==> config.mk <==
export PLATFORM = sky130hd
export DESIGN_NAME = qoa_outq
export DESIGN_NICKNAME = d
export VERILOG_FILES = /design/src/hw/rtl/qoa_pkg.sv /design/src/hw/rtl/qoa_outq.sv
export SDC_FILE = /design/constraint.sdc
export NUM_CORES = 1
export LEC_CHECK = 0
export CAP_MARGIN = 20
export CORE_ASPECT_RATIO = 0.9
export CORE_MARGIN = 4
export CORE_UTILIZATION = 62
export DETAILED_ROUTE_END_ITERATION = 6
export DONT_BUFFER_PORTS = 1
export PLACE_DENSITY_LB_ADDON = 0.12
export REMOVE_ABC_BUFFERS = 1
export SYNTH_ARGS = -nofsm -noshare
export SYNTH_HDL_FRONTEND = slang
export SYNTH_SLANG_ARGS = --single-unit
==> constraint.sdc <==
create_clock -name i_clk -period 3.9 [get_ports i_clk]
set_input_delay 0.585 -clock i_clk [delete_from_list [all_inputs] [get_ports i_clk]]
set_output_delay 0.585 -clock i_clk [all_outputs]
set_load 0.01 [all_outputs]
==> src/hw/rtl/qoa_pkg.sv <==
`timescale 1ns / 1ps

package qoa_pkg;

    localparam int MAX_CHANNELS      = 8;
    localparam int SLICES_PER_FRAME  = 256;
    localparam int SAMPLES_PER_SLICE = 20;

    localparam int CH_W   = (MAX_CHANNELS > 1) ? $clog2(MAX_CHANNELS) : 1;
    localparam int FCH_W  = $clog2(MAX_CHANNELS + 1);
    localparam int GRP_W  = $clog2(SLICES_PER_FRAME + 1);
    localparam int K_W    = $clog2(SAMPLES_PER_SLICE + 1);
    localparam int SEEN_W = 18;
    localparam int LIM_W  = 20;

    // byte budget per channel: two lms words plus a full run of slices
    localparam int LIMIT_STEP = 16 + 8 * SLICES_PER_FRAME;

    localparam logic [31:0] FILE_MAGIC = 32'h716F6166;

    localparam logic [1:0] KIND_NONE   = 2'd0;
    localparam logic [1:0] KIND_SAMPLE = 2'd1;
    localparam logic [1:0] KIND_ERROR  = 2'd2;

    localparam logic [2:0] ERR_NONE     = 3'd0;
    localparam logic [2:0] ERR_MAGIC    = 3'd1;
    localparam logic [2:0] ERR_FRAME    = 3'd2;
    localparam logic [2:0] ERR_CHANNELS = 3'd3;
    localparam logic [2:0] ERR_RATE     = 3'd4;

    typedef enum logic [1:0] {
        PH_FILE,
        PH_FRAME,
        PH_LMS,
        PH_SLICE
    } t_phase;

    typedef enum logic [2:0] {
        S_IDLE,
        S_LOAD,
        S_MUL,
        S_ACC,
        S_STORE
    } t_state;

    typedef struct packed {
        logic [1:0]         kind;
        logic [2:0]         error_code;
        logic signed [15:0] sample;
        logic [2:0]         channel;
        logic [31:0]        position;
        logic               last;
        logic               finished;
    } t_result;

    // magnitudes for even quantizer codes; odd codes are the negatives
    localparam logic [15:0] DQ_MAG [16][4] = '{
        '{16'd1,    16'd3,    16'd5,    16'd7},
        '{16'd5,    16'd18,   16'd32,   16'd49},
        '{16'd16,   16'd53,   16'd95,   16'd147},
        '{16'd34,   16'd113,  16'd203,  16'd315},
        '{16'd63,   16'd210,  16'd378,  16'd588},
        '{16'd104,  16'd345,  16'd621,  16'd966},
        '{16'd158,  16'd528,  16'd950,  16'd1477},
        '{16'd228,  16'd760,  16'd1368, 16'd2128},
        '{16'd316,  16'd1053, 16'd1895, 16'd2947},
        '{16'd422,  16'd1405, 16'd2529, 16'd3934},
        '{16'd548,  16'd1828, 16'd3290, 16'd5117},
        '{16'd696,  16'd2320, 16'd4176, 16'd6496},
        '{16'd868,  16'd2893, 16'd5207, 16'd8099},
        '{16'd1064, 16'd3548, 16'd6386, 16'd9933},
        '{16'd1286, 16'd4288, 16'd7718, 16'd12005},
        '{16'd1536, 16'd5120, 16'd9216, 16'd14336}
    };

    function automatic logic signed [15:0] f_dequant(input logic [3:0] sf,
                                                     input logic [2:0] q);
        logic [15:0] mag;
        mag = DQ_MAG[sf][q[2:1]];
        return q[0] ? -$signed(mag) : $signed(mag);
    endfunction

endpackage

==> src/hw/rtl/qoa_outq.sv <==
`timescale 1ns / 1ps

module qoa_outq (
    input  logic             i_clk,
    input  logic             i_rst_n,
    input  logic             i_push,
    input  qoa_pkg::t_result i_data,
    output logic             o_full,
    input  logic             i_pop,
    output qoa_pkg::t_result o_data,
    output logic             o_empty
);
    import qoa_pkg::*;

    t_result    r_mem [2];
    logic       r_wp, r_rp;
    logic [1:0] r_cnt;
    logic       wr, rd;

    assign o_full  = (r_cnt == 2'd2);
    assign o_empty = (r_cnt == 2'd0);
    assign o_data  = r_mem[r_rp];
    assign wr      = i_push && !o_full;
    assign rd      = i_pop && !o_empty;

    always_ff @(posedge i_clk) begin
        if (!i_rst_n) begin
            r_wp  <= 1'b0;
            r_rp  <= 1'b0;
            r_cnt <= 2'd0;
        end else begin
            if (wr) r_wp <= ~r_wp;
            if (rd) r_rp <= ~r_rp;
            r_cnt <= r_cnt + {1'b0, wr} - {1'b0, rd};
        end
    end

    always_ff @(posedge i_clk) begin
        if (wr) r_mem[r_wp] <= i_data;
    end

endmodule

Yosys cells after proc, flatten, opt, wreduce, memory -nomap -nowiden
Memory sizes are Yosys's and may differ from the RTL's. A register that Yosys moved wholly into a read port is not among the register bits. Index checks and enable logic that the tools add are counted.

Latch bits: 0. Register bits after elaboration: 4. Memories: 1. Logic and storage cells: 18. Bits in read-only memories: 0. Bits in writable memories: 116.

Memory list: r_mem (words 2, bits a word 58, read ports 1, clocked after Yosys merged registers in 1, write ports 1, line qoa_outq.sv:15) `t_result r_mem [2];`.

Div/mod/pow operators: 0. Order comparisons: 0. Shift operators: 0. Reduce and logical (&&, ||, !) cells: 5. Eq/ne operators: 1. Add/sub/neg operators: 2. Mux-type cells: 4. Bitwise gates (word level): 2. Multiply operators: 0.

Operators with widths (number): 1-bit two-way mux (4); 2-bit by 1-bit adder with 2-bit output (1); 2-bit == test, second input constant (1); 1-bit logical AND (2); 1-bit zero test (2); 2-bit zero test (1); 1-bit NOT (2); 2-bit by 1-bit subtractor with 2-bit output (1).

Longest topological paths before layout
Gate-level depths: netlist (run 1).

Word-level depth: 5. Mapped depth: 8. Mapped depth without buffers: 8.

Least setup slack after synthesis (run 1)
No wires, ideal clock.

Path kind: input to register. Start: input port i_push. End: memory r_mem[0][0] (netlist bit) (enable). Path buffers: 0. Slack: 0.319 ns. Library setup time: 0.474 ns. Data required time: 3.426 ns. Arrival: 3.107 ns. Stages on the path: 2. Path through: nand2_1 nor2_1.

Longest elaborated chain between the ends: 3.

Ends and longest elaborated chain: start: declaration (line qoa_outq.sv:6) `input logic i_push,`; 1-bit logical AND (line qoa_outq.sv:23) `assign wr = i_push && !o_full;`; 1-bit two-way mux (line qoa_outq.sv:39) `if (wr) r_mem[r_wp] <= i_data;`; 1-bit two-way mux (implied by the code) (line qoa_outq.sv:39); end: declaration (line qoa_outq.sv:15).

Every way passes these cells.

==> results.tsv, run 1 <==
stage	metric	value	unit
yosys	yosys.area_share.simple	1.39	%
yosys	ys_ff_latch	121	
yosys	ys_warn_count	0	
cts	cts_buffer_depth	2	
cts	post_cts_buffers	0	
grt	grt_first_pass_wirelength	10.6	mm
yosys	syn_inst	207	
sta	clock.fmax	357	MHz
sta	worst_slack	1.10	ns
cts	cts_hold_buf	0	
cts	clock_latency	0.49	ns
status	outcome	finished clean	
worst_setup_path	reg2reg_slack	1.67	ns
yosys	ys.flop_type	edfxtp_1	
cts	cts-root-buf	clkbuf_8	
finish	postLayoutCoreUtil	73.2	%
detailed_routing	wl	7.15	mm
worst_setup_path	arrival	2.22	ns
sta	skew	0.0110	ns
floorplan	die_h	88.8	µm
yosys	ys_types	18	
floorplan	row_count	29	
yosys	synth_top_area_cell	edfxtp_1	
cts	tritoncts	yes	
sta	hold_viol_final	0	
worst_setup_path	r2r-start	r_cnt[0]	
finish	final_nets	287	
cts	cts_resized	0	
grt	grtUsageTotal	16.9	%
placed_design	gp_congestion	0.686	
flow_run	maxCapViolations	0	
finish	final_area	5150	µm²
min_path	whs_path_depth	0	
sta	relSlewSlack	43.2	%
finish	diodes	0	
floorplan	dieArea	8680	µm²
worst_setup_path	path_class	reg -> out	
finish	final_cells	329	
yosys	yosys.area_share.adder	0.557	%
grt	grt_max_degree	35	
yosys	syn_avg_cell_area	21.7	µm²
sta	rsz0062_at_grt	false	
detailed_routing	ant_nets	0	
cts	path_clk_slew	0.06	ns
yosys	synth_top_area_share	77.5	%
floorplan	start_util	63.8	%
detailed_routing	routed_via_density	5.56	
placed_design	place_ws	1.57	ns
yosys	synth_top_cells_by_count	edfxtp_1 (116), mux2_2 (38), mux2_4 (20), dfxtp_1 (5), nor2_1 (5)	
worst_setup_path	worst_setup_path_end_kind	output pin	
sta	hold_ws	0.190	ns
floorplan	core	7040	µm²
pwr	powerDensity	769	nW/µm²
sta	setup_viol	0	
min_path	hold_path_end	r_mem[0][30]	
detailed_routing	drt-initial-drc-count	103	
finish	drive_above_1_share	37.3	%
yosys	synth_area	4490	µm²
yosys	yosysSeqAreaShare	79.7	%
floorplan	pin_count	122	
placed_design	io_buffers	0	
min_path	hold_path_class	in -> reg	
worst_setup_path	cp-start-kind	flip-flop	
detailed_routing	num_vias	1828	
worst_setup_path	crit_fanout	32	
worst_setup_path	rr_worst_depth	4	
pwr	total_power	3.96	mW
worst_setup_path	worst_ep_required_time	3.31	ns
yosys	synth_xor_area_share	0.390	%
sta	maxSlewViolCount	0	
yosys	synth_top_family_by_area	multiplexers	
pwr	ir_drop	0.507	mV
detailed_routing	dr.pass1.iters	4	
sta	finalSetupTns	0	ns
sta	tightest_slew	0.849	ns
placed_design	dp_hpwl	4.83	mm
grt	antenna_found_initial	0	
floorplan	fp.dieW	97.7	µm
yosys	async_flop_share	0	%
worst_setup_path	r2r_end	r_mem[0][32]	
yosys	synthMuxAreaShare	16.4	%
detailed_routing	drc	0	
grt	grt_overflow	0	
cts	cts_buffers	17	
detailed_routing	drt-wirelength-per-cell	21.7	µm
cts	cts_max_level	4	
finish	final.fill_count	408	
min_path	hold_start	i_data[30]	
sta	post-route-min-period	2.80	ns
placed_design	dp.cells	297	
finish	area_growth	14.7	%
yosys	synth_edf_count	116	
pwr	power.leakage	1.77	nW
placed_design	dpl_cell_area	4590	µm²
sta	fin_crit_sh	71.8	%
yosys	yosysMostFrequentCell	edfxtp_1	
grt	grt_pass1_vias	2021	
yosys	synth_compound_area_share	0.167	%
yosys	synth.top_cells.by_area	edfxtp_1 (78%), mux2_2 (9.5%), mux2_4 (6.7%), dfxtp_1 (2.2%), buf_6 (0.75%)	
cts	clock_sinks	121	
-- routing by layer --
| metal | GRT usage, % | up-vias | share of wire, % |
|---|---|---|---|
| li1 | - | 840 | - |
| met4 | 4.91 | 0 | 0.57 |
| met3 | 11.5 | 6 | 12 |
| met5 | 0 | - | 0 |
| met2 | 29.4 | 82 | 53 |
| met1 | 16.4 | 900 | 35 |
-- report_power, final --
group	switching, mW	internal [mW]	leakage (nW)
clock	0.477	0.962	0.265
sequential	0.0987	1.68	1.13
combinational	0.421	0.323	0.383
-- placed cells by master, fill, tap and decap left out, types with 3 or more instances in the layout --
cell / Yosys / final
buf_4: 0 / 3
bufinv_16: 0 / 3
clkbuf_1: 0 / 5
clkbuf_16: 0 / 16
clkinv_1: 0 / 3
dfxtp_1: 5 / 4
edfxtp_1: 116 / 116
inv_1: 3 / 3
mux2_2: 38 / 38
mux2_4: 20 / 20
nor2_1: 5 / 4
-- final cells by class --
type,instances,area [µm²],share of cell area [%]
flip-flops and latches,121,3580,69.6
multi-input cells,77,860,16.7
clock buffers,22,433,8.40
clock inverters,10,126,2.45
well taps,93,116,2.26
repair buffers,3,22.5,0.437
inverters,3,11.3,0.218
-- cell families after synthesis --
group	after synthesis
adders and majority gates	2
and+or+nand+nor	13
xor gates and xnor gates	2
AOI/OAI and AO/OA	1
muxes	59
DFF	121
buffers and inverters	9
-- worst max-delay path, stage by stage (launching register included) --
cell and delay (ns):
dfxtp_2 0.72, buf_4 0.54, mux2_2 0.44
-- sequential cells by signal, indices dropped and copies added, names as in the netlist, named ones only --
signal / flops
r_rp: 1
r_cnt: 2
r_wp: 1
r_mem: 116
-- worst max path at each step --
| stage | end | startpoint | depth (start not counted) | slack, ns |
|---|---|---|---|---|
| after floorplan | r_mem[0][0] | i_push | 2 | 0.32 |
| after global placement | o_data[15] | flip-flop | 2 | 1.63 |
| after detailed placement | o_data[26] | flip-flop | 2 | 1.57 |
| after CTS | o_data[1] | flip-flop | 2 | 1.04 |
| after global routing | o_data[28] | flip-flop | 2 | 0.93 |
| final | o_data[1] | flip-flop | 2 | 1.10 |
Power figures use the tool's default switching activity.
==> inputs of run 2 (changes only) <==
clock period = 2.6 ns   (was 3.9 ns; I/O delays follow)
==> results.tsv, run 2 (synthesis gave the netlist of run 1 again) <==
stage	metric	value	unit	change
pwr	ir_drop	0.711	mV	was 0.507 mV
min_path	hold_start	i_rst_n		was i_data[30]
cts	path_clk_slew	0.05	ns	was 0.06 ns
finish	regArea	3580	µm²	unchanged
detailed_routing	dr.pass1.iters	4		unchanged
sta	clock.fmax	483	MHz	
floorplan	die_h	88.8	µm	unchanged
cts	post_cts_buffers	0		unchanged
finish	top_register	r_mem		unchanged
min_path	hold_path_class	in -> reg		unchanged
floorplan	pin_count	122		unchanged
sta	post-route-min-period	2.07	ns	
min_path	whs_path_depth	2		was 0
detailed_routing	drt-initial-drc-count	75		was 103
finish	multi_input_area	860	µm²	unchanged
grt	antenna_found_initial	0		unchanged
cts	cts_buffer_depth	2		unchanged
cts	tritoncts	yes		unchanged
sta	rsz0062_at_grt	false		unchanged
worst_setup_path	r2r_end	r_mem[1][45]		was r_mem[0][32]
placed_design	io_buffers	0		unchanged
cts	cts_max_level	4		unchanged
sta	skew	0.00882	ns	was 0.0110 ns
placed_design	gp_congestion	0.690		was 0.686
floorplan	row_count	29		unchanged
sta	relSlewSlack	68.3	%	was 43.2%
finish	final.fill_count	343		was 408
floorplan	start_util	63.8	%	unchanged
worst_setup_path	arrival	1.68	ns	was 2.22 ns
finish	area_growth	28.8	%	was 14.7%
cts	cts_buffers	17		unchanged
grt	grt_max_degree	59		was 35
pwr	power.leakage	2.05	nW	was 1.77 nW
sta	worst_slack	0.531	ns	was 1.10 ns
grt	grt_overflow	0		unchanged
sta	fin_crit_sh	79.6	%	
floorplan	core	7040	µm²	unchanged
sta	tightest_slew	0.476	ns	was 0.849 ns
worst_setup_path	reg2reg_slack	0.75	ns	was 1.67 ns
detailed_routing	ant_nets	0		unchanged
floorplan	dieArea	8680	µm²	unchanged
detailed_routing	drt-wirelength-per-cell	21.3	µm	was 21.7 µm
sta	setup_viol	0		unchanged
worst_setup_path	path_class	reg -> out		unchanged
pwr	powerDensity	1070	nW/µm²	was 769 nW/µm²
sta	hold_viol_final	0		unchanged
min_path	hold_path_end	r_wp		was r_mem[0][30]
finish	largest_reg_flops	116		unchanged
finish	diodes	0		unchanged
flow_run	maxCapViolations	0		unchanged
finish	most-common-layout-cells	edfxtp_1 (116), dlygate4sd3_1 (59), mux2_2 (38)		was edfxtp_1 (116), mux2_2 (38), mux2_4 (20)
grt	grt_first_pass_wirelength	11.9	mm	was 10.6 mm
finish	final_nets	348		was 287
cts	clock_latency	0.49	ns	about the same
floorplan	fp.dieW	97.7	µm	unchanged
pwr	total_power	6.16	mW	was 3.96 mW
status	outcome	finished clean		unchanged
detailed_routing	drc	0		unchanged
finish	final_common_cell	edfxtp_1		unchanged
worst_setup_path	rr_worst_depth	3		was 4
grt	grt_pass1_vias	2243		was 2021
sta	maxSlewViolCount	0		unchanged
placed_design	dp_hpwl	4.78	mm	was 4.83 mm
finish	reg_top3	r_mem: 116 flops, r_cnt: 2 flops		unchanged
grt	grtUsageTotal	19.0	%	was 16.9%
worst_setup_path	worst_setup_path_end_kind	output pin		unchanged
worst_setup_path	worst_ep_required_time	2.21	ns	was 3.31 ns
finish	postLayoutCoreUtil	82.2	%	was 73.2%
worst_setup_path	r2r-start	r_cnt[0]		unchanged
worst_setup_path	cp-start-kind	flip-flop		unchanged
worst_setup_path	crit_fanout	32		unchanged
cts	clock_sinks	121		unchanged
cts	cts-root-buf	clkbuf_8		unchanged
detailed_routing	routed_via_density	5.46		was 5.56
detailed_routing	num_vias	2117		was 1828
detailed_routing	wl	8.25	mm	was 7.15 mm
placed_design	place_ws	0.798	ns	was 1.57 ns
finish	drive_above_1_share	30.8	%	was 37.3%
run 2: worst max path at each step:
stage,startpoint,to,slack (ns),cells after the start
detailed placement,r_cnt[0],r_mem[1][49],0.80,3
global placement,r_cnt[0],r_mem[1][3],0.89,3
floorplan,r_cnt[0],r_mem[0][0],-0.89,3
CTS,flip-flop,o_data[9],0.52,2
finish,flip-flop,o_data[9],0.53,2
global route,flip-flop,o_data[9],0.46,2
run 2: worst max-delay path, stage by stage (launching register included):
cell and delay (ns):
dfxtp_2 0.32, buf_4 0.40, mux2_2 0.44
run 2: where the power goes:
part / switching, mW / internal (mW) / leakage [nW] / total [mW]
clock network: 0.725 / 1.52 / 0.280 / 2.25
logic: 0.733 / 0.566 / 0.644 / 1.30
registers: 0.0994 / 2.52 / 1.13 / 2.62
run 2: area by class of cell:
cell class                      count  area share, %
Clock buffer                       18           7.22
Clock inverter                     12           2.72
Inverter                            3          0.195
Multi-Input combinational cell     77           14.9
Sequential cell                   121           61.9
Tap cell                           93           2.01
Timing Repair Buffer               64           11.1
run 2: per-stage QoR:
| step | cell area [µm²] | setup TNS, ns | std cells | hold WS [ns] |
|---|---|---|---|---|
| detailed placement | 4620 | 0 | 299 | 0.489 |
| finish | 5790 | 0 | 388 | 0.0622 |
| floorplan | 4450 | -53.70 | 201 | 0.455 |
| global route | 5790 | 0 | 388 | 0.0474 |
| CTS | 5780 | 0 | 387 | 0.00329 |
| global placement | 4620 | 0 | 299 | 0.489 |
run 2: metal layers:
metal,global-route usage (%),share of wire (%)
met5,0,0
met4,10.3,2.7
met3,6.62,6.9
met2,35.2,55
met1,19.2,35
run 2: timing repair:
item / 4_1_cts / 5_1_grt
gates resized for setup: 0 / 0
endpoints found under the setup margin: 0 / 0
hold buffers: 58 / 1
hold endpoints to repair: 116 / 1
==> inputs of run 3 (changes only) <==
clock period = 2.2 ns   (was 2.6 ns; I/O delays follow)
==> results.tsv, run 3 (synthesis gave the netlist of run 1 again) <==
stage	metric	value	unit	change
detailed_routing	drt-initial-drc-count	137		was 75
sta	finalSetupTns	0	ns	unchanged
status	outcome	finished clean		unchanged
sta	hold_viol_final	0		unchanged
worst_setup_path	crit_fanout	32		unchanged
detailed_routing	ant_nets	0		unchanged
floorplan	core	7040	µm²	unchanged
floorplan	fp.dieW	97.7	µm	unchanged
finish	drive_above_1_share	30.3	%	was 30.8%
cts	tritoncts	yes		unchanged
min_path	hold_path_class	in -> reg		unchanged
placed_design	dp_hpwl	4.59	mm	was 4.78 mm
floorplan	die_h	88.8	µm	unchanged
cts	cts_buffers	17		unchanged
detailed_routing	wl	7.63	mm	was 8.25 mm
placed_design	dp.cells	298		was 299
sta	hold_ws	0.141	ns	was 0.0622 ns
sta	skew	0.00839	ns	was 0.00882 ns
floorplan	dieArea	8680	µm²	unchanged
pwr	ir_drop	0.878	mV	was 0.711 mV
cts	cts_resized	0		unchanged
cts	cts_max_level	4		unchanged
finish	most-common-layout-cells	edfxtp_1 (116), dlygate4sd3_1 (59), mux2_2 (38)		unchanged
grt	grt_first_pass_wirelength	11.8	mm	was 11.9 mm
cts	post_cts_buffers	0		unchanged
grt	grtUsageTotal	18.5	%	was 19.0%
finish	final_nets	347		was 348
detailed_routing	drc	0		unchanged
sta	setup_viol	0		unchanged
grt	grt_pass1_vias	2239		was 2243
grt	grt_overflow	0		unchanged
sta	maxSlewViolCount	0		unchanged
flow_run	maxCapViolations	0		unchanged
sta	fin_crit_sh	90.9	%	
sta	rsz0062_at_grt	false		unchanged
cts	clock_sinks	121		unchanged
finish	diodes	0		unchanged
sta	relSlewSlack	67.4	%	was 68.3%
detailed_routing	drt-wirelength-per-cell	19.7	µm	was 21.3 µm
detailed_routing	dr.pass1.iters	4		unchanged
sta	clock.fmax	500	MHz	
floorplan	start_util	63.8	%	unchanged
sta	worst_slack	0.201	ns	was 0.531 ns
grt	antenna_found_initial	0		unchanged
worst_setup_path	worst_ep_required_time	1.87	ns	was 2.21 ns
placed_design	place_ws	0.394	ns	was 0.798 ns
placed_design	io_buffers	0		unchanged
finish	final_common_cell	edfxtp_1		unchanged
grt	grt_max_degree	59		unchanged
worst_setup_path	path_class	reg -> out		unchanged
cts	clock_latency	0.49	ns	about the same
floorplan	pin_count	122		unchanged
finish	area_growth	28.9	%	was 28.8%
worst_setup_path	cp-start-kind	flip-flop		unchanged
placed_design	gp_congestion	0.680		was 0.690
pwr	total_power	7.25	mW	was 6.16 mW
min_path	whs_path_depth	2		unchanged
worst_setup_path	rr_worst_depth	8		was 3
pwr	power.leakage	2.05	nW	about the same
worst_setup_path	worst_setup_path_end_kind	output pin		unchanged
finish	final_cells	387		was 388
cts	path_clk_slew	0.05	ns	about the same
finish	reg_top3	r_mem: 116 flops, r_cnt: 2 flops		unchanged
finish	top_register	r_mem		unchanged
detailed_routing	routed_via_density	5.26		was 5.46
pwr	powerDensity	1250	nW/µm²	was 1070 nW/µm²
sta	tightest_slew	0.489	ns	was 0.476 ns
floorplan	row_count	29		unchanged
worst_setup_path	arrival	1.67	ns	was 1.68 ns
cts	cts-root-buf	clkbuf_8		unchanged
sta	post-route-min-period	2.00	ns	
finish	largest_reg_flops	116		unchanged
cts	cts_buffer_depth	2		unchanged
detailed_routing	num_vias	2034		was 2117
-- run 3: final timing paths --
check / to / slack [ns] / startpoint
worst max-delay path: o_data[9] / 0.20 / flip-flop
worst min-delay path: r_wp / 0.14 / i_push
worst max register to register: r_cnt[1] / 0.39 / r_cnt[0]
worst min register to register: r_rp / 0.52 / r_rp
-- run 3: cell type report --
class | count | area (µm²)
timing repair buffer | 63 | 646
clock inverter | 13 | 160
tap | 93 | 116
inverter | 3 | 11.3
multi-input combinational | 77 | 860
sequential | 121 | 3580
clock buffer | 17 | 414
fill | 341 | 1250
-- run 3: routing by layer --
layer  share of wire, %  vias up  GRT usage [%]
li1                   -      963              -
met1                 36      987           19.7
met2                 55       80           33.2
met3                7.8        4           8.12
met4               0.35        0           6.79
met5                  0        -              0
-- run 3: critical path, cell delays in order (launching register included) --
cell     delay, ns
dfxtp_2       0.32
buf_4         0.41
mux2_2        0.44
-- run 3: repair_timing --
item,4_1_cts,5_1_grt
setup endpoints to repair,0,0
hold buffers,59,0
hold endpoints to repair,120,0
-- run 3: report_power, final --
| part | switching (mW) | internal, mW | total (mW) |
|---|---|---|---|
| combinational | 0.852 | 0.674 | 1.53 |
| sequential | 0.108 | 2.98 | 3.08 |
| clock | 0.849 | 1.79 | 2.64 |
-- run 3: per-stage QoR --
step	cell area, µm²	util (%)
6_report	5790	82.3
5_1_grt	5790	82.3
4_1_cts	5790	82.3
3_5_place_dp	4630	65.7
3_3_place_gp	4630	65.7
2_1_floorplan	4450	-
