[config.mk]
export PLATFORM = sky130hd
export DESIGN_NAME = qoa_inq
export DESIGN_NICKNAME = d
export VERILOG_FILES = /design/src/hw/rtl/qoa_pkg.sv /design/src/hw/rtl/qoa_inq.sv
export SDC_FILE = /design/constraint.sdc
export NUM_CORES = 1
export LEC_CHECK = 0
export BUFFER_PORTS_ARGS = -buffer_cell sky130_fd_sc_hd__buf_2
export CORE_UTILIZATION = 55
export CTS_CLUSTER_SIZE = 40
export DETAILED_ROUTE_END_ITERATION = 8
export HOLD_SLACK_MARGIN = 0.03
export PLACE_DENSITY_LB_ADDON = 0.25
export SETUP_SLACK_MARGIN = 0.05
export SYNTH_ARGS = -nofsm -noshare
export SYNTH_HDL_FRONTEND = slang
export SYNTH_SLANG_ARGS = --single-unit
[constraint.sdc]
create_clock -name i_clk -period 7.1 [get_ports i_clk]
set_input_delay 1.42 -clock i_clk [delete_from_list [all_inputs] [get_ports i_clk]]
set_output_delay 1.42 -clock i_clk [all_outputs]
set_load 0.01 [all_outputs]
[src/hw/rtl/qoa_pkg.sv]
`timescale 1ns / 1ps

package qoa_pkg;

    localparam int MAX_CHANNELS      = 8;
    localparam int SLICES_PER_FRAME  = 256;
    localparam int SAMPLES_PER_SLICE = 20;

    localparam int CH_W   = (MAX_CHANNELS > 1) ? $clog2(MAX_CHANNELS) : 1;
    localparam int FCH_W  = $clog2(MAX_CHANNELS + 1);
    localparam int GRP_W  = $clog2(SLICES_PER_FRAME + 1);
    localparam int K_W    = $clog2(SAMPLES_PER_SLICE + 1);
    localparam int SEEN_W = 18;
    localparam int LIM_W  = 20;

    // byte budget per channel: two lms words plus a full run of slices
    localparam int LIMIT_STEP = 16 + 8 * SLICES_PER_FRAME;

    localparam logic [31:0] FILE_MAGIC = 32'h716F6166;

    localparam logic [1:0] KIND_NONE   = 2'd0;
    localparam logic [1:0] KIND_SAMPLE = 2'd1;
    localparam logic [1:0] KIND_ERROR  = 2'd2;

    localparam logic [2:0] ERR_NONE     = 3'd0;
    localparam logic [2:0] ERR_MAGIC    = 3'd1;
    localparam logic [2:0] ERR_FRAME    = 3'd2;
    localparam logic [2:0] ERR_CHANNELS = 3'd3;
    localparam logic [2:0] ERR_RATE     = 3'd4;

    typedef enum logic [1:0] {
        PH_FILE,
        PH_FRAME,
        PH_LMS,
        PH_SLICE
    } t_phase;

    typedef enum logic [2:0] {
        S_IDLE,
        S_LOAD,
        S_MUL,
        S_ACC,
        S_STORE
    } t_state;

    typedef struct packed {
        logic [1:0]         kind;
        logic [2:0]         error_code;
        logic signed [15:0] sample;
        logic [2:0]         channel;
        logic [31:0]        position;
        logic               last;
        logic               finished;
    } t_result;

    // magnitudes for even quantizer codes; odd codes are the negatives
    localparam logic [15:0] DQ_MAG [16][4] = '{
        '{16'd1,    16'd3,    16'd5,    16'd7},
        '{16'd5,    16'd18,   16'd32,   16'd49},
        '{16'd16,   16'd53,   16'd95,   16'd147},
        '{16'd34,   16'd113,  16'd203,  16'd315},
        '{16'd63,   16'd210,  16'd378,  16'd588},
        '{16'd104,  16'd345,  16'd621,  16'd966},
        '{16'd158,  16'd528,  16'd950,  16'd1477},
        '{16'd228,  16'd760,  16'd1368, 16'd2128},
        '{16'd316,  16'd1053, 16'd1895, 16'd2947},
        '{16'd422,  16'd1405, 16'd2529, 16'd3934},
        '{16'd548,  16'd1828, 16'd3290, 16'd5117},
        '{16'd696,  16'd2320, 16'd4176, 16'd6496},
        '{16'd868,  16'd2893, 16'd5207, 16'd8099},
        '{16'd1064, 16'd3548, 16'd6386, 16'd9933},
        '{16'd1286, 16'd4288, 16'd7718, 16'd12005},
        '{16'd1536, 16'd5120, 16'd9216, 16'd14336}
    };

    function automatic logic signed [15:0] f_dequant(input logic [3:0] sf,
                                                     input logic [2:0] q);
        logic [15:0] mag;
        mag = DQ_MAG[sf][q[2:1]];
        return q[0] ? -$signed(mag) : $signed(mag);
    endfunction

endpackage

[src/hw/rtl/qoa_inq.sv]
`timescale 1ns / 1ps

module qoa_inq (
    input  logic        i_clk,
    input  logic        i_rst_n,
    input  logic        i_push,
    input  logic [63:0] i_data,
    output logic        o_full,
    input  logic        i_pop,
    output logic [63:0] o_data,
    output logic        o_empty
);
    import qoa_pkg::*;

    logic [63:0] r_mem [2];
    logic        r_wp, r_rp;
    logic [1:0]  r_cnt;
    logic        wr, rd;

    assign o_full  = (r_cnt == 2'd2);
    assign o_empty = (r_cnt == 2'd0);
    assign o_data  = r_mem[r_rp];
    assign wr      = i_push && !o_full;
    assign rd      = i_pop && !o_empty;

    always_ff @(posedge i_clk) begin
        if (!i_rst_n) begin
            r_wp  <= 1'b0;
            r_rp  <= 1'b0;
            r_cnt <= 2'd0;
        end else begin
            if (wr) r_wp <= ~r_wp;
            if (rd) r_rp <= ~r_rp;
            r_cnt <= r_cnt + {1'b0, wr} - {1'b0, rd};
        end
    end

    always_ff @(posedge i_clk) begin
        if (wr) r_mem[r_wp] <= i_data;
    end

endmodule

Word-level counts from Yosys, hierarchy flattened --
Memory sizes are Yosys's and may differ from the RTL's. A register that Yosys moved wholly into a read port is not among the register bits. Index checks and enable logic that the tools add are counted. Widths: inputs -> output; s select.
Storage, ports and cells: bits in registers 4, memory bits (writable) 128, bits of input ports 68, output and inout port bits 66, logic and storage cells 18, memories 1
Memories:
- r_mem | depth 2, bits a word 64, rd ports 1, clocked after memory_dff 1, write ports 1, RTL line qoa_inq.sv:15 | logic [63:0] r_mem [2];
Cells by class: $add $sub $neg 2, eq/ne operators 1, multiplexer cells 4, bitwise gates (word level) 2, reduce and logical (&&, ||, !) cells 5
Operator list (number):
- $mux 1 | 4
- $add 2x1->2 | 1
- $eq 2x2->1 const B | 1
- $logic_and 1x1->1 | 2
- $logic_not 1->1 | 2
- $logic_not 2->1 | 1
- $not 1->1 | 2
- $sub 2x1->2 | 1

Longest topological paths before layout --
Gate-level depths: netlist of the first run.
word-level depth 5, mapped depth 8, gate-level depth less buffers 8

Worst setup path after synthesis of the first run --
No wires, ideal clock.
path kind input to register, start point input port i_push, end point memory r_mem[0][0] (enable), setup time 486 ps, arrival 4190 ps, data required time 6614 ps, path slack 2424 ps, stages on the path 2, buffers on the path 0, cells stage by stage nand2_1 nor2_1
Between the ends: longest elaborated chain between the ends 3
Ends and longest elaborated chain:
- from (decl) | RTL line qoa_inq.sv:6 | input logic i_push,
- $logic_and 1x1->1 | RTL line qoa_inq.sv:23 | assign wr = i_push && !o_full;
- $mux 1 | RTL line qoa_inq.sv:39 | if (wr) r_mem[r_wp] <= i_data;
- $mux 1 (implied by the code) | RTL line qoa_inq.sv:39
- to (decl) | RTL line qoa_inq.sv:15
Every way passes these cells.

==> impl_metrics.json, run 1 <==
{
  "drt-total-wl_um": 7940,
  "synthAdderAreaFrac": 0.00485,
  "cp_max_fo": 43,
  "fillers": 551,
  "dp_cells": 463,
  "diodes": 0,
  "die_y_um": 98.8,
  "synth-edff-count": 128,
  "critPathBufInv": 2,
  "htreeDepth": 4,
  "yosys.area.top_type": "edfxtp_1",
  "required_ns": 5.68,
  "num_io_pins": 134,
  "setup_viol": 0,
  "clk_pin_slew_ns": 0.05,
  "yosys.area_share.simple": 0.0121,
  "drtIter0Drc": 109,
  "relSlewSlack": 0.472,
  "p_leak_uw": 0.00258,
  "portBuffers": 133,
  "clockBufferDepth": 2,
  "synthTopCellsByCount": "edfxtp_1, mux2_4, buf_12, dfxtp_1, nor2_1",
  "wire_per_inst_um": 16.1,
  "cts_sinks": 133,
  "clkLatencyLatePin_ns": 0.50,
  "dr.pass1.iters": 5,
  "core_area_um2": 8890,
  "fin_crit_ns": 3.78,
  "switchingPower_uw": 661,
  "cp_slowest_stage_delay_ns": 0.70,
  "die-area_um2": 9760,
  "setup_ws_ns": 3.32,
  "worstHoldPathType": "reg -> reg",
  "cts_root_buf": "clkbuf_8",
  "cp-start-kind": "flip-flop",
  "ctsResizeCount": 0,
  "via_per_inst": 5.11,
  "num_rows": 34,
  "grt_pass1_wl_um": 12100,
  "path_cells": "buf_4 -> mux2_2 -> buf_2",
  "muxShareOfSynthArea": 0.185,
  "drive_above_1_share": 0.598,
  "hold_viol_final": 0,
  "dieWidth_um": 98.8,
  "ys_top_cells_by_area": "edfxtp_1, mux2_4, buf_12",
  "grt_util_all_layers": 0.170,
  "worstSetupPathType": "reg -> out",
  "p_int_uw": 1920,
  "yosysMostFrequentCell": "edfxtp_1",
  "synth_top_cell_area_share": 0.746,
  "fin_crit_sh": 0.532,
  "drv_slew": 0,
  "yosys.cell_types.count": 18,
  "grt_pass1_vias": 2540,
  "synth_xor_area_frac": 0.00340,
  "status": "finished, final reports clean",
  "grt_overflow_total": 0,
  "clock_skew_ns": 0.00571,
  "setup_tns_ns": 0,
  "synth_top_family_by_area": "multiplexers",
  "initial_utilization": 0.580,
  "cts_buffers": 17,
  "vias": 2524,
  "syn-cell-area_um2": 5150,
  "synthFlopType": "edfxtp_1",
  "cts_tree": "done",
  "async_flop_share": 0,
  "maxCapViolCount": 0,
  "crit_arrival_ns": 2.36,
  "preCtsSetupSlack_ns": 3.81,
  "grt_max_degree": 47,
  "ys_seq_area_frac": 0.765,
  "swShare": 0.256,
  "gp_congestion": 0.628,
  "syn_to_final_growth_pct": 25.3,
  "clock_power_share": 0.338,
  "cp_slowest_cell": "buf_4",
  "holdBufCountCts": 0,
  "synth-seq-cells": 133,
  "antenna_left": 0,
  "finalNetCount": 444,
  "dp_hpwl_um": 5090,
  "crit_family": "buffers and inverters",
  "power_density_nw_per_um2": 399,
  "cts_setup_buffers": 0,
  "seq_power_share": 0.416,
  "crit_path_end_kind": "output port",
  "synth-compound-area-share": 0.00146,
  "rsz0062_at_grt": "false",
  "clock.fmax_mhz": 265,
  "antenna_found_initial": 1,
  "synth_fp_nets": 296,
  "drc": 0,
  "avgSynthCellArea_um2": 22.8,
  "peakVddDrop_mv": 0.220,
  "tightest_slew_ns": 0.793,
  "pwr-share-comb": 0.247,
  "stdcell_count": 494,
  "ys.warnings.count": 0,
  "synth_cells": 226
}
## worst paths after layout
check                           slack [ns]           to  startpoint  cells past startpoint
worst max register to register        4.92  r_mem[0][2]    r_cnt[0]                      4
worst max-delay path                  3.32    o_data[1]   flip-flop                      3
worst min register to register        0.51    flip-flop        r_rp                      2
worst min-delay path                  0.51    flip-flop        r_rp                      2
## tightest hold or removal path, delay by kind of cell (launching register included)
family | cells | cell delay [ns]
XOR/XNOR | 1 | 0.08
flip-flops | 1 | 0.32
AND/OR/NAND/NOR | 1 | 0.08
## power groups by stage
stage               sequential (µW)  combinational, µW  clock, µW
floorplan                      1060                512          0
CTS                            1070                648        885
global route                   1080                684        919
finish                         1070                636        871
global placement               1080                638          0
detailed placement             1090                645          0
## placed cells by master (no fill, tap or decap)
cell	instances
xnor2_1	1
ha_1	2
mux2_4	60
buf_4	3
clkinv_4	3
dfxtp_1	4
clkbuf_16	16
mux2i_1	1
nor2_1	4
clkinv_1	2
mux2_2	4
inv_1	3
xor2_1	1
bufinv_16	4
nor2_4	1
nand2b_1	2
dfxtp_4	1
o21a_1	1
edfxtp_1	128
clkbuf_8	1
clkbuf_1	1
buf_2	133
clkinvlp_4	4
nor3_1	1
and3_2	1
nand2_1	2
and2_1	2
## metrics by stage
step	area, µm²	utilization	hold slack (ns)	power, µW
4_1_cts	6460	0.727	0.515	2610
6_report	6460	0.727	0.510	2580
2_1_floorplan	5150	-	0.455	1570
3_5_place_dp	5860	0.659	0.503	1740
3_3_place_gp	5860	0.659	0.499	1720
5_1_grt	6460	0.727	0.554	2690
## registers in the layout (all words and copies together) (netlist names), named ones only
| name | count |
|---|---|
| r_mem | 128 |
| r_rp | 1 |
| r_wp | 1 |
| r_cnt | 2 |
## final cells by class
type | instances | area, µm² | area share
clock inverters | 13 | 184 | 0.0285
repair buffers | 136 | 688 | 0.107
inverters | 3 | 11.3 | 0.00174
well taps | 108 | 135 | 0.0209
flip-flops and latches | 133 | 3950 | 0.611
multi-input cells | 83 | 1080 | 0.167
clock buffers | 18 | 418 | 0.0647
## cells by family (layout without fill, tap and decap cells)
logic type / count (synthesis) / after routing
mux: 65 / 65
fa+ha+maj: 2 / 2
flops: 133 / 133
buf+inv: 10 / 170
compound gates: 1 / 1
simple gates: 13 / 13
xor+xnor: 2 / 2
## routing by layer
layer | vias up | GRT usage | wire, µm
met5 | - | 0 | 13
met4 | 2 | 0.0804 | 127
met3 | 15 | 0.0723 | 618
met2 | 98 | 0.282 | 3930
met1 | 1225 | 0.189 | 3260
li1 | 1184 | - | -
Note: power is estimated with default switching activity, not from simulation.
==> inputs of run 2 (changes only) <==
- CORE_UTILIZATION: 55 -> 47
- clock period: 7.1 -> 3.2 ns (I/O delays scaled with it)
==> run 2 against run 1 <==
Compared with the run above: via count did not move; sequential power rose by 120%; wire length rose by 6.5%; hold slack got worse by 0.20 ns; critical path type unchanged; highest routed layer is now met4.
==> impl_metrics.json, run 2 (synthesis results as in run 1) <==
{
  "drv_slew": 0,
  "clock_skew_ns": 0.0102,
  "cts_buffers": 17,
  "cts_setup_buffers": 0,
  "antenna_found_initial": 0,
  "setup_tns_ns": 0,
  "crit_family": "flip-flops",
  "reg2regPathDepth": 3,
  "cts_tree": "done",
  "drc": 0,
  "largestRegisters": "r_mem: 128 flops, r_cnt: 2 flops",
  "grt_max_degree": 41,
  "grt_util_all_layers": 0.152,
  "syn_to_final_growth_pct": 25.8,
  "worstHoldPathType": "in -> reg",
  "dieWidth_um": 107,
  "rrSetupSlack_ns": 1.38,
  "crit_cells": 3,
  "grt_pass1_wl_um": 12600,
  "top_register": "r_mem",
  "grt_overflow_total": 0,
  "holdBufCountCts": 0,
  "num_rows": 37,
  "initial_utilization": 0.493,
  "num_io_pins": 134,
  "vias": 2524,
  "die_y_um": 107,
  "dp_cells": 494,
  "crit_path_end_kind": "output port",
  "critPathBufInv": 2,
  "clkLatencyLatePin_ns": 0.51,
  "clock.fmax_mhz": 380,
  "fin_crit_sh": 0.823,
  "clockBufferDepth": 2,
  "largest_reg_flops": 128,
  "stdcell_count": 526,
  "hold_viol_final": 0,
  "path_cells": "buf_12 -> mux2_2 -> buf_2",
  "cts_root_buf": "clkbuf_8",
  "finalNetCount": 447,
  "crit_arrival_ns": 1.99,
  "maxCapViolCount": 0,
  "power_density_nw_per_um2": 859,
  "drive_above_1_share": 0.605,
  "ctsResizeCount": 0,
  "fin_crit_ns": 2.63,
  "dp_hpwl_um": 5530,
  "wire_per_inst_um": 16.1,
  "drtIter0Drc": 103,
  "portBuffers": 133,
  "tightest_slew_ns": 0.660,
  "drt-total-wl_um": 8460,
  "cp_max_fo": 27,
  "diodes": 0,
  "layout_commonest_cell": "buf_2",
  "antenna_left": 0,
  "setup_ws_ns": 0.567,
  "relSlewSlack": 0.560,
  "r2r-start": "r_cnt[0]",
  "p_leak_uw": 0.00259,
  "worstSetupPathType": "reg -> out",
  "holdPathStages": 1,
  "final_cell_mix": "buf_2, edfxtp_1, mux2_4",
  "cts_sinks": 133,
  "grt_pass1_vias": 2577,
  "worstHoldStart": "i_data[37]",
  "min_to": "r_mem[1][37]",
  "core_area_um2": 10500,
  "setup_viol": 0,
  "rsz0062_at_grt": "false",
  "cp-start-kind": "flip-flop",
  "cp_slowest_stage_delay_ns": 0.68,
  "cp_slowest_cell": "dfxtp_4",
  "required_ns": 2.56,
  "preCtsSetupSlack_ns": 1.07,
  "status": "finished, final reports clean",
  "r2r_end": "r_mem[1][31]",
  "dr.pass1.iters": 4,
  "peakVddDrop_mv": 0.365,
  "die-area_um2": 11400,
  "gp_congestion": 0.700,
  "via_per_inst": 4.80,
  "clk_pin_slew_ns": 0.06,
  "htreeDepth": 4
}
[run 2: how the worst max path moves through the flow]
stage | startpoint | end | slack (ns)
2_1_floorplan | i_push | r_mem[0][0] | 0.37
3_3_place_gp | flip-flop | o_data[2] | 1.10
3_5_place_dp | flip-flop | o_data[0] | 1.07
4_1_cts | flip-flop | o_data[0] | 0.51
5_1_grt | flip-flop | o_data[0] | 0.47
6_report | flip-flop | o_data[0] | 0.57
[run 2: final cells by class]
| type | count | area [µm²] |
|---|---|---|
| fill | 806 | 3980 |
| sequential | 133 | 3950 |
| multi-input combinational | 83 | 1080 |
| timing repair buffer | 139 | 736 |
| clock buffer | 17 | 414 |
| tap | 136 | 170 |
| clock inverter | 15 | 130 |
| inverter | 3 | 11.3 |
[run 2: metrics by stage]
stage / hold slack, ns / util / power [µW] / cell area, µm²
after floorplan: 0.466 / - / 3490 / 5160
after global placement: 0.496 / 0.568 / 3870 / 5940
after detailed placement: 0.497 / 0.568 / 3890 / 5940
after CTS: 0.288 / 0.620 / 5650 / 6490
after global routing: 0.283 / 0.620 / 5820 / 6490
final: 0.311 / 0.620 / 5570 / 6490
[run 2: report_power, final]
| part | leakage, µW | total (µW) | internal (µW) | switching (µW) |
|---|---|---|---|---|
| logic | 0.00109 | 1430 | 775 | 657 |
| registers | 0.00124 | 2400 | 2250 | 146 |
| clock network | 0.000257 | 1750 | 1030 | 715 |
| total | 0.00259 | 5570 | 4060 | 1520 |
[run 2: layer usage]
metal | vias to the layer above | part of all wire | global-route usage
met5 | - | 0 | 0
li1 | 1188 | - | -
met2 | 103 | 0.50 | 0.252
met3 | 17 | 0.068 | 0.0565
met4 | 0 | 0.019 | 0.0675
met1 | 1216 | 0.41 | 0.177
==> inputs of run 3 (changes only) <==
- ABC_AREA: default -> 1
- CORE_UTILIZATION: 47 -> 52
- clock period: 3.2 -> 2.64 ns (I/O delays scaled with it)
==> run 3 against run 2 <==
Compared with the run above: utilization grew 6.1 points; via count grew 2.0%; worst setup slack lost 0.27 ns; hold slack lost 0.11 ns; sequential power grew 15%; power grew 22%; first-iteration DRC count shrank 11%; critical path type unchanged; critical endpoint is now o_data[63].
==> impl_metrics.json, run 3 <==
{
  "status": "finished, final reports clean",
  "gp_congestion": 0.739,
  "clockBufferDepth": 2,
  "num_rows": 36,
  "setup_viol": 0,
  "whs_ns": 0.199,
  "top_layer": "met5",
  "cts_tree": "done",
  "wire_per_inst_um": 15.3,
  "rsz0062_at_grt": "false",
  "reg2regPathDepth": 5,
  "tightest_slew_ns": 0.517,
  "ys_seq_area_frac": 0.763,
  "grt_util_all_layers": 0.165,
  "fin_crit_ns": 2.34,
  "crit_arrival_ns": 1.82,
  "layout_commonest_cell": "buf_2",
  "crit_family": "buffers and inverters",
  "synthFlopType": "edfxtp_1",
  "synth_fp_nets": 307,
  "wl_met2_um": 4190,
  "critPathBufInv": 2,
  "cp_slowest_cell": "buf_12",
  "synth_top_cell_area_share": 0.744,
  "holdBufCountCts": 0,
  "cp-start-kind": "flip-flop",
  "crit_path_end_kind": "output port",
  "fin_util": 0.681,
  "largest_reg_flops": 128,
  "synth_cells": 237,
  "drv_slew": 0,
  "cp_max_fo": 64,
  "syn-cell-area_um2": 5170,
  "via_per_inst": 4.81,
  "power.total_uw": 6790,
  "antenna_left": 0,
  "dp_hpwl_um": 5350,
  "final_cell_mix": "buf_2, edfxtp_1, mux2_4",
  "htreeDepth": 4,
  "final_area_um2": 6600,
  "fillers": 665,
  "worstSetupPathType": "reg -> out",
  "num_io_pins": 134,
  "yosysMostFrequentCell": "edfxtp_1",
  "dr.pass1.iters": 5,
  "fin_crit_sh": 0.888,
  "required_ns": 2.11,
  "initial_utilization": 0.534,
  "power_density_nw_per_um2": 1030,
  "placed_cell_area_um2": 5970,
  "p_leak_uw": 0.00266,
  "path_cells": "buf_12 -> mux2_2 -> buf_2",
  "async_flop_share": 0,
  "clock.fmax_mhz": 427,
  "antenna_found_initial": 1,
  "drtIter0Drc": 92,
  "worstHoldPathType": "in -> reg",
  "portBuffers": 133,
  "cts_root_buf": "clkbuf_8",
  "cts_setup_buffers": 0,
  "drt-total-wl_um": 8200,
  "route.met3.wl_um": 492,
  "synthTopCellsByCount": "edfxtp_1, mux2_4, inv_1, nand2_1, nor2_1",
  "avgSynthCellArea_um2": 21.8,
  "cts_sinks": 133,
  "syn_to_final_growth_pct": 27.6,
  "grt_pass1_wl_um": 11900,
  "largestRegisters": "r_mem: 128 flops, r_cnt: 2 flops",
  "ctsResizeCount": 0,
  "vias": 2575,
  "clock_skew_ns": 0.00613,
  "dieWidth_um": 102,
  "diodes": 0,
  "setup_tns_ns": 0,
  "drc": 0,
  "yosys.area.top_type": "edfxtp_1",
  "drive_above_1_share": 0.587,
  "maxCapViolCount": 0,
  "relSlewSlack": 0.655,
  "grt_pass1_vias": 2536,
  "crit_cells": 3,
  "grt_max_degree": 65,
  "peakVddDrop_mv": 0.553,
  "core_area_um2": 9680,
  "synth-seq-cells": 133,
  "cp_slowest_stage_delay_ns": 0.40,
  "grt_overflow_total": 0,
  "top_register": "r_mem",
  "cts_buffers": 17,
  "ys.warnings.count": 0,
  "finalNetCount": 459,
  "drt-met1-wl_um": 3360,
  "holdPathStages": 1,
  "yosys.cell_types.count": 12,
  "die_y_um": 102,
  "clk_pin_slew_ns": 0.06,
  "clkLatencyLatePin_ns": 0.51,
  "ys_top_cells_by_area": "edfxtp_1, mux2_4, buf_12",
  "synth-edff-count": 128,
  "hold_viol_final": 0,
  "die-area_um2": 10300
}
[run 3: cell types whose count changed in the layout (fill, tap and decap cells not counted), sizes merged, moves of 2 or more]
cell and delta:
nor2 +3, nand2b -2, nand3 +3, nand2 +7, and2 -2, a21oi +2, inv +2, bufinv +4
[run 3: report_power, final]
part	leakage (µW)	internal [µW]	switching [µW]
logic	0.00112	807	773
clock network	0.000296	1620	821
registers	0.00124	2680	84.2
[run 3: final timing paths]
kind	start	endpoint	slack [ns]
max	flip-flop	o_data[63]	0.30
max reg2reg	r_cnt[0]	r_mem[1][58]	0.96
min reg2reg	r_rp	r_rp	0.50
min	i_data[5]	r_mem[1][5]	0.20
[run 3: layout make-up]
type,instances,area (µm²),share of cell area
Clock inverter,14,208,0.0315
Timing Repair Buffer,140,756,0.115
Clock buffer,18,418,0.0634
Inverter,9,33.8,0.00512
Sequential cell,133,3950,0.598
Tap cell,133,166,0.0252
Multi-Input combinational cell,88,1070,0.162
[run 3: routing by layer]
layer  vias up  GRT usage
met3        17     0.0718
met5         -          0
met2        90      0.272
met1      1244      0.180
met4         2     0.0870
li1       1222          -
[run 3: worst register-to-register path: cells and delay by family, from the launching register on]
kind / cells / cell delay, ns
buf+inv: 3 / 0.79
flops: 1 / 0.35
simple gates: 2 / 0.23
[run 3: kinds of logic (layout without fill, tap and decap cells)]
kind of cell | Yosys count | in the layout | synth area share
adders and majority gates | 2 | 2 | 0.00484
DFF | 133 | 133 | 0.763
and+or+nand+nor | 20 | 20 | 0.0152
AOI/OAI and AO/OA | 2 | 2 | 0.00194
muxes | 64 | 64 | 0.183
buffers and inverters | 16 | 181 | 0.0320
[run 3: per-stage QoR]
| stage | worst slack [ns] | instances |
|---|---|---|
| 4_1_cts | 0.271 | 535 |
| 5_1_grt | 0.218 | 535 |
| 6_report | 0.297 | 535 |
| 2_1_floorplan | 0.347 | 237 |
| 3_3_place_gp | 0.833 | 503 |
| 3_5_place_dp | 0.799 | 503 |
